--- config.mk ---
export PLATFORM = sky130hd
export DESIGN_NAME = midi_byte_to_usb_packet_parser
export DESIGN_NICKNAME = d
export VERILOG_FILES = /design/src/rtl/mup_pkg.sv /design/src/rtl/mup_front.sv /design/src/rtl/mup_fifo.sv /design/src/rtl/mup_back.sv /design/src/rtl/midi_byte_to_usb_packet_parser.sv
export SDC_FILE = /design/constraint.sdc
export NUM_CORES = 1
export LEC_CHECK = 0
export BUFFER_PORTS_ARGS = -buffer_cell sky130_fd_sc_hd__buf_2
export CELL_PAD_IN_SITES_DETAIL_PLACEMENT = 0
export CELL_PAD_IN_SITES_GLOBAL_PLACEMENT = 2
export CORE_ASPECT_RATIO = 0.6
export CORE_MARGIN = 3
export CORE_UTILIZATION = 42
export DETAILED_ROUTE_END_ITERATION = 8
export HOLD_SLACK_MARGIN = 0.02
export PLACE_DENSITY = 0.86
export SLEW_MARGIN = 20
export SYNTH_ARGS = -nofsm -noshare
export SYNTH_HDL_FRONTEND = slang
export SYNTH_SLANG_ARGS = --single-unit
--- constraint.sdc ---
create_clock -name i_clk -period 16.9 [get_ports i_clk]
set_input_delay 1.69 -clock i_clk [delete_from_list [all_inputs] [get_ports i_clk]]
set_output_delay 1.69 -clock i_clk [all_outputs]
set_load 0.05 [all_outputs]
--- src/rtl/mup_pkg.sv ---
// Shared types, codes and tables of the MIDI byte to USB-MIDI packet parser.
`timescale 1ns / 1ps
package mup_pkg;

    // Input modes as they arrive on the port
    localparam logic [1:0] MODE_BYTE = 2'd0;
    localparam logic [1:0] MODE_TICK = 2'd1;
    localparam logic [1:0] MODE_POLL = 2'd2;

    // Item kinds after classification
    localparam logic [2:0] KIND_DATA     = 3'd0;
    localparam logic [2:0] KIND_STATUS   = 3'd1;
    localparam logic [2:0] KIND_REALTIME = 3'd2;
    localparam logic [2:0] KIND_TICK     = 3'd3;
    localparam logic [2:0] KIND_POLL     = 3'd4;

    // USB-MIDI code index numbers
    localparam logic [3:0] CIN_SYS_2B    = 4'h2;
    localparam logic [3:0] CIN_SYS_3B    = 4'h3;
    localparam logic [3:0] CIN_SYSEX     = 4'h4;
    localparam logic [3:0] CIN_END_1B    = 4'h5;
    localparam logic [3:0] CIN_END_2B    = 4'h6;
    localparam logic [3:0] CIN_END_3B    = 4'h7;
    localparam logic [3:0] CIN_REALTIME  = 4'hF;
    localparam logic [3:0] CIN_NONE      = 4'h0;

    localparam logic [7:0]  SYSEX_START   = 8'hF0;
    localparam logic [7:0]  SYSEX_END     = 8'hF7;
    localparam logic [7:0]  REALTIME_MIN  = 8'hF8;
    localparam logic [3:0]  SYSTEM_NIBBLE = 4'hF;
    localparam logic [15:0] LIMIT_RESET   = 16'd1000;
    localparam logic [15:0] TICK_MAX      = 16'hFFFF;

    localparam logic STATUS_PACKET  = 1'b0;
    localparam logic STATUS_TIMEOUT = 1'b1;

    typedef struct packed {
        logic [2:0] kind;
        logic [1:0] port;
        logic [7:0] data;
    } t_cmd;

    typedef struct packed {
        logic       status;
        logic [1:0] port;
        logic [3:0] code_index;
        logic [7:0] byte0;
        logic [7:0] byte1;
        logic [7:0] byte2;
    } t_result;

    // Number of data bytes that follow a status byte
    function automatic logic [1:0] f_msg_len(input logic [7:0] b);
        logic [1:0] len;
        case (b[6:4])
            3'd4, 3'd5: len = 2'd1;
            3'd7: begin
                case (b[3:0])
                    4'h0, 4'h1, 4'h3: len = 2'd1;
                    4'h2:             len = 2'd2;
                    default:          len = 2'd0;
                endcase
            end
            default: len = 2'd2;
        endcase
        return len;
    endfunction

endpackage

--- src/rtl/mup_front.sv ---
// Front end: accepts input items, classifies them and drops the ones that do nothing.
`timescale 1ns / 1ps
module mup_front #(
    parameter int PORTS = 4
) (
    input  logic          i_valid,
    input  logic [1:0]    i_mode,
    input  logic [1:0]    i_port_number,
    input  logic [7:0]    i_data_byte,
    input  logic          i_full,
    output logic          o_stall,
    output logic          o_push,
    output mup_pkg::t_cmd o_cmd
);
    import mup_pkg::*;

    logic keep;

    always_comb begin
        keep        = 1'b0;
        o_cmd.kind  = KIND_POLL;
        o_cmd.port  = i_port_number;
        o_cmd.data  = i_data_byte;
        case (i_mode)
            MODE_TICK: begin
                keep       = 1'b1;
                o_cmd.kind = KIND_TICK;
            end
            MODE_BYTE: begin
                keep = (32'(i_port_number) < PORTS);
                if (!i_data_byte[7]) begin
                    o_cmd.kind = KIND_DATA;
                end else if (i_data_byte >= REALTIME_MIN) begin
                    o_cmd.kind = KIND_REALTIME;
                end else begin
                    o_cmd.kind = KIND_STATUS;
                end
            end
            MODE_POLL: begin
                keep       = (32'(i_port_number) < PORTS);
                o_cmd.kind = KIND_POLL;
            end
            default: begin
                keep = 1'b0;
            end
        endcase
    end

    assign o_stall = i_full;
    assign o_push  = i_valid && !i_full && keep;

endmodule

--- src/rtl/mup_fifo.sv ---
// Small register queue between the front end and the back end.
`timescale 1ns / 1ps
module mup_fifo #(
    parameter int WIDTH = 13,
    parameter int DEPTH = 2
) (
    input  logic             i_clk,
    input  logic             i_rst_n,
    input  logic             i_push,
    input  logic [WIDTH-1:0] i_wdata,
    output logic             o_full,
    input  logic             i_pop,
    output logic             o_valid,
    output logic [WIDTH-1:0] o_rdata
);
    localparam int AW = (DEPTH > 1) ? $clog2(DEPTH) : 1;
    localparam int CW = $clog2(DEPTH + 1);

    logic [WIDTH-1:0] r_mem [DEPTH];
    logic [AW-1:0]    r_wr, n_wr;
    logic [AW-1:0]    r_rd, n_rd;
    logic [CW-1:0]    r_cnt, n_cnt;
    logic             do_push, do_pop;

    assign o_full  = (r_cnt == CW'(DEPTH));
    assign o_valid = (r_cnt != '0);
    assign o_rdata = r_mem[r_rd];
    assign do_push = i_push && !o_full;
    assign do_pop  = i_pop && o_valid;

    always_comb begin
        n_wr  = r_wr;
        n_rd  = r_rd;
        n_cnt = r_cnt;
        if (do_push) begin
            n_wr = (r_wr == AW'(DEPTH - 1)) ? '0 : r_wr + 1'b1;
        end
        if (do_pop) begin
            n_rd = (r_rd == AW'(DEPTH - 1)) ? '0 : r_rd + 1'b1;
        end
        case ({do_push, do_pop})
            2'b10:   n_cnt = r_cnt + 1'b1;
            2'b01:   n_cnt = r_cnt - 1'b1;
            default: n_cnt = r_cnt;
        endcase
    end

    always_ff @(posedge i_clk) begin
        if (!i_rst_n) begin
            r_wr  <= '0;
            r_rd  <= '0;
            r_cnt <= '0;
        end else begin
            r_wr  <= n_wr;
            r_rd  <= n_rd;
            r_cnt <= n_cnt;
        end
    end

    always_ff @(posedge i_clk) begin
        if (do_push) begin
            r_mem[r_wr] <= i_wdata;
        end
    end

endmodule

--- src/rtl/mup_back.sv ---
// Back end: per-port parse records, timeout check and the output register.
`timescale 1ns / 1ps
module mup_back #(
    parameter int PORTS = 4
) (
    input  logic             i_clk,
    input  logic             i_rst_n,
    input  logic             i_limit_we,
    input  logic [15:0]      i_limit,
    input  logic             i_cmd_valid,
    input  mup_pkg::t_cmd    i_cmd,
    output logic             o_pop,
    output logic             o_res_valid,
    input  logic             i_res_stall,
    output mup_pkg::t_result o_res
);
    import mup_pkg::*;

    localparam int PW = (PORTS > 1) ? $clog2(PORTS) : 1;

    logic [7:0]  r_cur  [PORTS], n_cur  [PORTS];
    logic [1:0]  r_exp  [PORTS], n_exp  [PORTS];
    logic [1:0]  r_wait [PORTS], n_wait [PORTS];
    logic [1:0]  r_sx   [PORTS], n_sx   [PORTS];
    logic [3:0]  r_pc   [PORTS], n_pc   [PORTS];
    logic [23:0] r_pb   [PORTS], n_pb   [PORTS];
    logic [15:0] r_it   [PORTS], n_it   [PORTS];
    logic [15:0] r_limit;
    logic        r_ovalid, n_ovalid;
    t_result     r_res, n_res;

    logic [PW-1:0] p;

    assign p     = PW'(i_cmd.port);
    assign o_pop = i_cmd_valid && (!r_ovalid || !i_res_stall);

    always_comb begin
        logic [7:0]  b;
        logic [7:0]  v_cur;
        logic [1:0]  v_exp, v_wait, v_sx;
        logic [3:0]  v_pc;
        logic [23:0] v_pb;
        logic [15:0] v_it;
        logic        done, rt, have;

        n_cur    = r_cur;
        n_exp    = r_exp;
        n_wait   = r_wait;
        n_sx     = r_sx;
        n_pc     = r_pc;
        n_pb     = r_pb;
        n_it     = r_it;
        n_ovalid = r_ovalid && i_res_stall;
        n_res    = r_res;

        b      = i_cmd.data;
        v_cur  = r_cur[p];
        v_exp  = r_exp[p];
        v_wait = r_wait[p];
        v_sx   = r_sx[p];
        v_pc   = r_pc[p];
        v_pb   = r_pb[p];
        v_it   = r_it[p];
        done   = 1'b0;
        rt     = 1'b0;
        have   = 1'b0;

        if (o_pop) begin
            case (i_cmd.kind)
                KIND_TICK: begin
                    for (int k = 0; k < PORTS; k++) begin
                        if (r_it[k] != TICK_MAX) begin
                            n_it[k] = r_it[k] + 16'd1;
                        end
                    end
                end
                KIND_REALTIME: begin
                    rt = 1'b1;
                end
                KIND_STATUS: begin
                    v_cur = b;
                    v_exp = f_msg_len(b);
                    if (b == SYSEX_START) begin
                        v_pb[7:0] = SYSEX_START;
                        v_sx      = 2'd1;
                    end else if (b == SYSEX_END) begin
                        case (v_sx)
                            2'd0: begin
                                v_pc = CIN_END_1B;
                                v_pb = {16'd0, SYSEX_END};
                            end
                            2'd1: begin
                                v_pc        = CIN_END_2B;
                                v_pb[23:8]  = {8'd0, SYSEX_END};
                            end
                            default: begin
                                v_pc         = CIN_END_3B;
                                v_pb[23:16]  = SYSEX_END;
                            end
                        endcase
                        v_sx = 2'd0;
                        done = 1'b1;
                    end else begin
                        v_sx = 2'd0;
                        if (v_exp == 2'd0) begin
                            v_pc = CIN_END_1B;
                            v_pb = {16'd0, b};
                            done = 1'b1;
                        end
                    end
                    v_wait = v_exp;
                    v_it   = '0;
                end
                KIND_DATA: begin
                    if (v_cur == SYSEX_START) begin
                        // Collect SysEx data three bytes to a packet
                        case (v_sx)
                            2'd0: begin
                                v_pb[7:0] = b;
                                v_sx      = 2'd1;
                            end
                            2'd1: begin
                                v_pb[15:8] = b;
                                v_sx       = 2'd2;
                            end
                            default: begin
                                v_pb[23:16] = b;
                                v_pc        = CIN_SYSEX;
                                v_sx        = 2'd0;
                                done        = 1'b1;
                            end
                        endcase
                    end else if (v_exp != 2'd0) begin
                        if (v_wait == 2'd0) begin
                            v_wait = v_exp - 2'd1;
                            v_it   = '0;
                        end else begin
                            v_wait = v_wait - 2'd1;
                        end
                        if (v_exp == 2'd1) begin
                            v_pb[23:8] = {8'd0, b};
                        end else if (v_wait != 2'd0) begin
                            v_pb[15:8] = b;
                        end else begin
                            v_pb[23:16] = b;
                        end
                        if (v_wait == 2'd0) begin
                            if (v_cur[7:4] != SYSTEM_NIBBLE) begin
                                v_pc = v_cur[7:4];
                            end else begin
                                v_pc = (v_exp == 2'd1) ? CIN_SYS_2B : CIN_SYS_3B;
                            end
                            v_pb[7:0] = v_cur;
                            done      = 1'b1;
                        end
                    end
                end
                default: begin
                    // Poll: only the timeout check below
                end
            endcase

            if (i_cmd.kind != KIND_TICK) begin
                n_res.status     = STATUS_PACKET;
                n_res.port       = i_cmd.port;
                n_res.code_index = v_pc;
                n_res.byte0      = v_pb[7:0];
                n_res.byte1      = v_pb[15:8];
                n_res.byte2      = v_pb[23:16];
                have             = done;
                if (!done && rt) begin
                    have             = 1'b1;
                    n_res.code_index = CIN_REALTIME;
                    n_res.byte0      = b;
                    n_res.byte1      = '0;
                    n_res.byte2      = '0;
                end
                if (v_wait != 2'd0 && v_it > r_limit) begin
                    // Drop the stale record and report it
                    v_cur  = '0;
                    v_exp  = '0;
                    v_wait = '0;
                    v_sx   = '0;
                    v_pc   = '0;
                    v_pb   = '0;
                    v_it   = '0;
                    have             = 1'b1;
                    n_res.status     = STATUS_TIMEOUT;
                    n_res.code_index = CIN_NONE;
                    n_res.byte0      = '0;
                    n_res.byte1      = '0;
                    n_res.byte2      = '0;
                end
                n_cur[p]  = v_cur;
                n_exp[p]  = v_exp;
                n_wait[p] = v_wait;
                n_sx[p]   = v_sx;
                n_pc[p]   = v_pc;
                n_pb[p]   = v_pb;
                n_it[p]   = v_it;
                n_ovalid  = have;
                if (!have) begin
                    n_res = r_res;
                end
            end
        end
    end

    always_ff @(posedge i_clk) begin
        if (!i_rst_n) begin
            r_cur    <= '{default: '0};
            r_exp    <= '{default: '0};
            r_wait   <= '{default: '0};
            r_sx     <= '{default: '0};
            r_pc     <= '{default: '0};
            r_pb     <= '{default: '0};
            r_it     <= '{default: '0};
            r_limit  <= LIMIT_RESET;
            r_ovalid <= 1'b0;
        end else begin
            r_cur    <= n_cur;
            r_exp    <= n_exp;
            r_wait   <= n_wait;
            r_sx     <= n_sx;
            r_pc     <= n_pc;
            r_pb     <= n_pb;
            r_it     <= n_it;
            r_ovalid <= n_ovalid;
            if (i_limit_we) begin
                r_limit <= i_limit;
            end
        end
    end

    always_ff @(posedge i_clk) begin
        r_res <= n_res;
    end

    assign o_res_valid = r_ovalid;
    assign o_res       = r_res;

endmodule

--- src/rtl/midi_byte_to_usb_packet_parser.sv ---
// Top level of the MIDI byte stream to USB-MIDI event packet parser.
// Path: an accepted item is held in the queue register, then its result in the
//   back end's output register.
// Throughput, no stall: one item per cycle; the back end updates one port record per
//   cycle from the queue head, a tick updates all idle counters in that cycle.
// Reset (synchronous, active low): empties the queue, clears every port record,
//   drops the output item and loads timeout_limit with 1000. No clearing pass.
`timescale 1ns / 1ps
module midi_byte_to_usb_packet_parser #(
    parameter int PORTS       = 4,
    parameter int QUEUE_DEPTH = 2
) (
    input  logic        i_clk,
    input  logic        i_rst_n,
    // Configuration write
    input  logic        i_timeout_limit_we,
    input  logic [15:0] i_timeout_limit,
    // Input channel
    input  logic        i_valid,
    output logic        o_stall,
    input  logic [1:0]  i_mode,
    input  logic [1:0]  i_port_number,
    input  logic [7:0]  i_data_byte,
    // Output channel
    output logic        o_valid,
    input  logic        i_stall,
    output logic        o_status,
    output logic [1:0]  o_out_port,
    output logic [3:0]  o_code_index,
    output logic [7:0]  o_event_byte0,
    output logic [7:0]  o_event_byte1,
    output logic [7:0]  o_event_byte2
);
    import mup_pkg::*;

    t_cmd            front_cmd;
    logic            front_push;
    logic            q_full;
    logic            q_valid;
    logic [$bits(t_cmd)-1:0] q_rdata;
    t_cmd            q_cmd;
    logic            back_pop;
    t_result         back_res;

    // Classify each item; ticks always pass, bad ports and mode 3 drop here
    mup_front #(
        .PORTS (PORTS)
    ) u_front (
        .i_valid       (i_valid),
        .i_mode        (i_mode),
        .i_port_number (i_port_number),
        .i_data_byte   (i_data_byte),
        .i_full        (q_full),
        .o_stall       (o_stall),
        .o_push        (front_push),
        .o_cmd         (front_cmd)
    );

    // Hold classified items so the input side keeps moving while the output stalls
    mup_fifo #(
        .WIDTH ($bits(t_cmd)),
        .DEPTH (QUEUE_DEPTH)
    ) u_fifo (
        .i_clk   (i_clk),
        .i_rst_n (i_rst_n),
        .i_push  (front_push),
        .i_wdata (front_cmd),
        .o_full  (q_full),
        .i_pop   (back_pop),
        .o_valid (q_valid),
        .o_rdata (q_rdata)
    );

    assign q_cmd = t_cmd'(q_rdata);

    // Parse against the port record and load the output register
    mup_back #(
        .PORTS (PORTS)
    ) u_back (
        .i_clk       (i_clk),
        .i_rst_n     (i_rst_n),
        .i_limit_we  (i_timeout_limit_we),
        .i_limit     (i_timeout_limit),
        .i_cmd_valid (q_valid),
        .i_cmd       (q_cmd),
        .o_pop       (back_pop),
        .o_res_valid (o_valid),
        .i_res_stall (i_stall),
        .o_res       (back_res)
    );

    assign o_status      = back_res.status;
    assign o_out_port    = back_res.port;
    assign o_code_index  = back_res.code_index;
    assign o_event_byte0 = back_res.byte0;
    assign o_event_byte1 = back_res.byte1;
    assign o_event_byte2 = back_res.byte2;

    // A full queue always has a head for the back end
    a_full_has_head: assert property (@(posedge i_clk) disable iff (!i_rst_n)
        o_stall |-> q_valid)
        else $error("queue full but empty head");

    // Timeout results carry no packet contents
    a_timeout_zero: assert property (@(posedge i_clk) disable iff (!i_rst_n)
        (o_valid && o_status == STATUS_TIMEOUT) |->
        (o_code_index == CIN_NONE && o_event_byte0 == 8'd0 &&
         o_event_byte1 == 8'd0 && o_event_byte2 == 8'd0))
        else $error("timeout result with packet data");

    // Realtime code only ever carries a realtime byte
    a_realtime_byte: assert property (@(posedge i_clk) disable iff (!i_rst_n)
        (o_valid && o_status == STATUS_PACKET && o_code_index == CIN_REALTIME) |->
        (o_event_byte0 >= REALTIME_MIN))
        else $error("realtime code without realtime byte");

    // Reset drops the output item
    a_reset_empty: assert property (@(posedge i_clk)
        !i_rst_n |=> !o_valid)
        else $error("output valid after reset");

endmodule
==> impl_results.md <==
* Cts hold-fix bufs at 0
* Number of CTS-inserted buffers at 31
* Non-filler cells, final at approximately 2500
* Via Count at roughly 16000
* Layout area overhead at 10.1%
* Synth top area cells: dfxtp_1 30%, edfxtp_1 10%, mux4_2 7.9%
* WP data required at 17.17 ns
* Syn Inst Count at slightly below 2000
* FF-to-FF setup slack at approximately 8.5 ns
* First-pass DRT Iterations at 5
* Vias in the first global route at roughly 14000
* Path type of the worst min-delay path: reg -> reg
* Placer Congestion at about 0.94
* Ys Warns at 0
* Die width at approximately 260 um
* Period utilisation layout at 49.5%
* Most frequent cell after synthesis: dfxtp_1
* Post-route DRC at 0
* Gr usage total at 29.0%
* First-pass GRT wire length at about 95000 um
* Largest net degree at the start of global routing at roughly 80
* Seq/Total Area, Yosys at 40.3%
* Met1 usage at 46.9%
* Post-Syn Area per Cell at about 8.7 um^2
* # clock sinks at 311
* RSZ-0062 raised after global routing: false
* Post-DR wirelength/cell at around 26 um
* DRT antenna net count at 0
* Netlist cell types at between 80 and 90
* Asr flop ratio synth at 0%
* Post-synth EDFFs at 57
* Rel. slew slack at 26.9%
* Register bit total from synthesis at ~310
* Core ar. at 0.0393 mm^2
* Mapped cell area at around 0.017 mm^2
* Top cells by count, synth: 254 x dfxtp_1, 226 x o21ai_0, 178 x a21oi_1
* Ys flop type: dfxtp_1
* Final instance area at around 0.019 mm^2
* Avg Vias per Cell at 6.54
* Layout cell share with drive strength beyond 1 at 13.6%
* Setup Skew at around 0.023 ns
* Postcts setup bufs at 0
* Syn_nets at approximately 2000
* Hpwl dp at 43000 um
* Port Buf Inserts at 65
* Cell taking the most area after synthesis: dfxtp_1
* Clock Latency Late Sink at just under 0.6 ns
* GRT met3 Usage at roughly 13%
* TNS Setup at 0 ns
* CP endpoint kind: flip-flop
* I/O pin count at 66
* Placed inst area at 0.0175 mm^2
* Clk root buf: clkbuf_16
* Die Height at 161 um
* Congestion Overflow GR at 0
* Antenna violations before repair at 1
* WHS at about 0.45 ns
* Power Dens Cells at between 100 and 150 mW/mm^2
* Tot Pwr at 2.44 mW
* Min cycle time layout at between 8 and 9 ns
* Max IR drop VDD at about 84 uV
* Rows at 56
* Placed cell count at 2401
* Iteration-0 DRC Markers at slightly below 2000
* DIE AREA at roughly 0.043 mm^2
* P_leak at ~6.2 nW
* Fmax at 0.119 GHz
* FILL cells at about 3800
* Routing usage on met2 at a little over a third
* Maxcap violations at 0
* Antenna diodes at 0
* Initial Utilization at between 40% and 50%
* CP Max Fanout at 66
* H-tree Lvls at 1
* Hold Vio Cnt, Final at 0
* Post-CTS resize count at 0
* Setup violations, final at 0
* CTS tree: yes
* Share of the synthesized area in the top cell type at a little under a third
* Reg clk slew, reported paths at 0.07 ns
* Critical path arrival at a little under 9 ns
* Busiest layer in global routing: met1
* WS Path Type: reg -> reg
* Layout Nets at between 1500 and 2000
* Worst Tran Pin Value at about 1.1 ns
* Startpoint class of the critical path: flip-flop
* CTS Buffer Depth at 3
* Status: finished, final reports clean
* Final Max Slew Viols at 0
* Routed wire length at about 64000 um
[layer usage]
layer  share of wire, %  routed length (um)  vias to the layer above
met5              0.017                  11                        -
met2                 36               23100                      981
met3                 15                9830                       68
met1                 47               30300                     7812
li1                   -                   -                     7224
met4                1.1                 694                        2
[where the power goes]
part | switching, mW | internal, mW | total (mW)
Combinational | 0.628 | 0.207 | 0.835
Clock | 0.316 | 0.424 | 0.739
Sequential | 0.0519 | 0.810 | 0.862
[worst max-delay path: stages (launching register included)]
cell and delay (ns):
dfxtp_1 0.31, buf_4 0.34, mux2i_4 0.28, buf_4 0.31, clkinv_2 0.67, buf_4 0.59
mux4_2 0.59, inv_1 0.10, ha_1 0.28, inv_1 0.12, o211ai_1 0.49, and3_1 0.49
ha_1 0.33, a211o_1 0.32, a2111oi_0 0.35, or2_2 0.18, nand3_1 0.14, nand2_4 0.55
buf_4 0.68, or2_4 0.31, a311oi_4 0.10, buf_4 0.31
[flip-flops by register name (all words and copies together) (netlist names), named ones only]
| name | flops |
|---|---|
| u_back.r_limit | 16 |
| u_back.r_sx | 8 |
| u_fifo.r_wr | 1 |
| u_back.o_res | 31 |
| u_back.r_pb | 96 |
| u_back.r_pc | 16 |
| u_fifo.r_mem | 26 |
| u_back.r_it | 64 |
| u_back.r_exp | 8 |
| u_back.o_res_valid | 1 |
| u_fifo.r_cnt | 2 |
| u_back.r_wait | 8 |
| u_back.r_cur | 32 |
| u_fifo.r_rd | 1 |
[through the flow]
stage	utilization, %	setup WS (ns)
final	47.2	8.53
after global routing	47.2	7.96
after CTS	47.2	8.56
after detailed placement	44.5	8.60
after global placement	44.5	8.76
after floorplan	-	9.44
[cells by family after synthesis]
kind of cell    Yosys count  share of synthesized area [%]
buf+inv                 206                           5.05
fa+ha+maj                23                           1.71
mux                     103                           10.7
simple gates            620                           17.5
flops                   311                           40.3
compound gates          668                           24.1
xor+xnor                 11                          0.571
[placed cells by master, fill, tap and decap left out, types with 37 or more instances in the layout]
cell,Yosys,routed
o21ai_0,226,225
dfxtp_1,254,254
nor2_1,154,150
o211ai_1,56,56
buf_4,2,37
nand3_1,147,147
buf_2,20,64
inv_1,38,38
nand2_1,158,152
edfxtp_1,57,57
mux4_2,59,59
a21oi_1,178,178
[worst paths after layout]
check,startpoint,end,depth (start not counted)
setup reg to reg,flip-flop,u_back.o_res[12],21
hold / removal,u_back.r_wait[7],u_back.r_wait[7],2
hold reg to reg,u_back.r_wait[7],u_back.r_wait[7],2
setup / recovery,flip-flop,u_back.o_res[12],21
[final cells by class]
type                       count  area (um^2)  share of cell area, %
clock inverter                20          233                   1.25
clock buffer                  37          823                   4.44
multi-input combinational   1425         9300                   50.1
tap                          522          653                   3.52
timing repair buffer         101          598                   3.22
inverter                      42          160                  0.863
sequential                   311         6800                   36.6
Power figures use the tool's default switching activity.
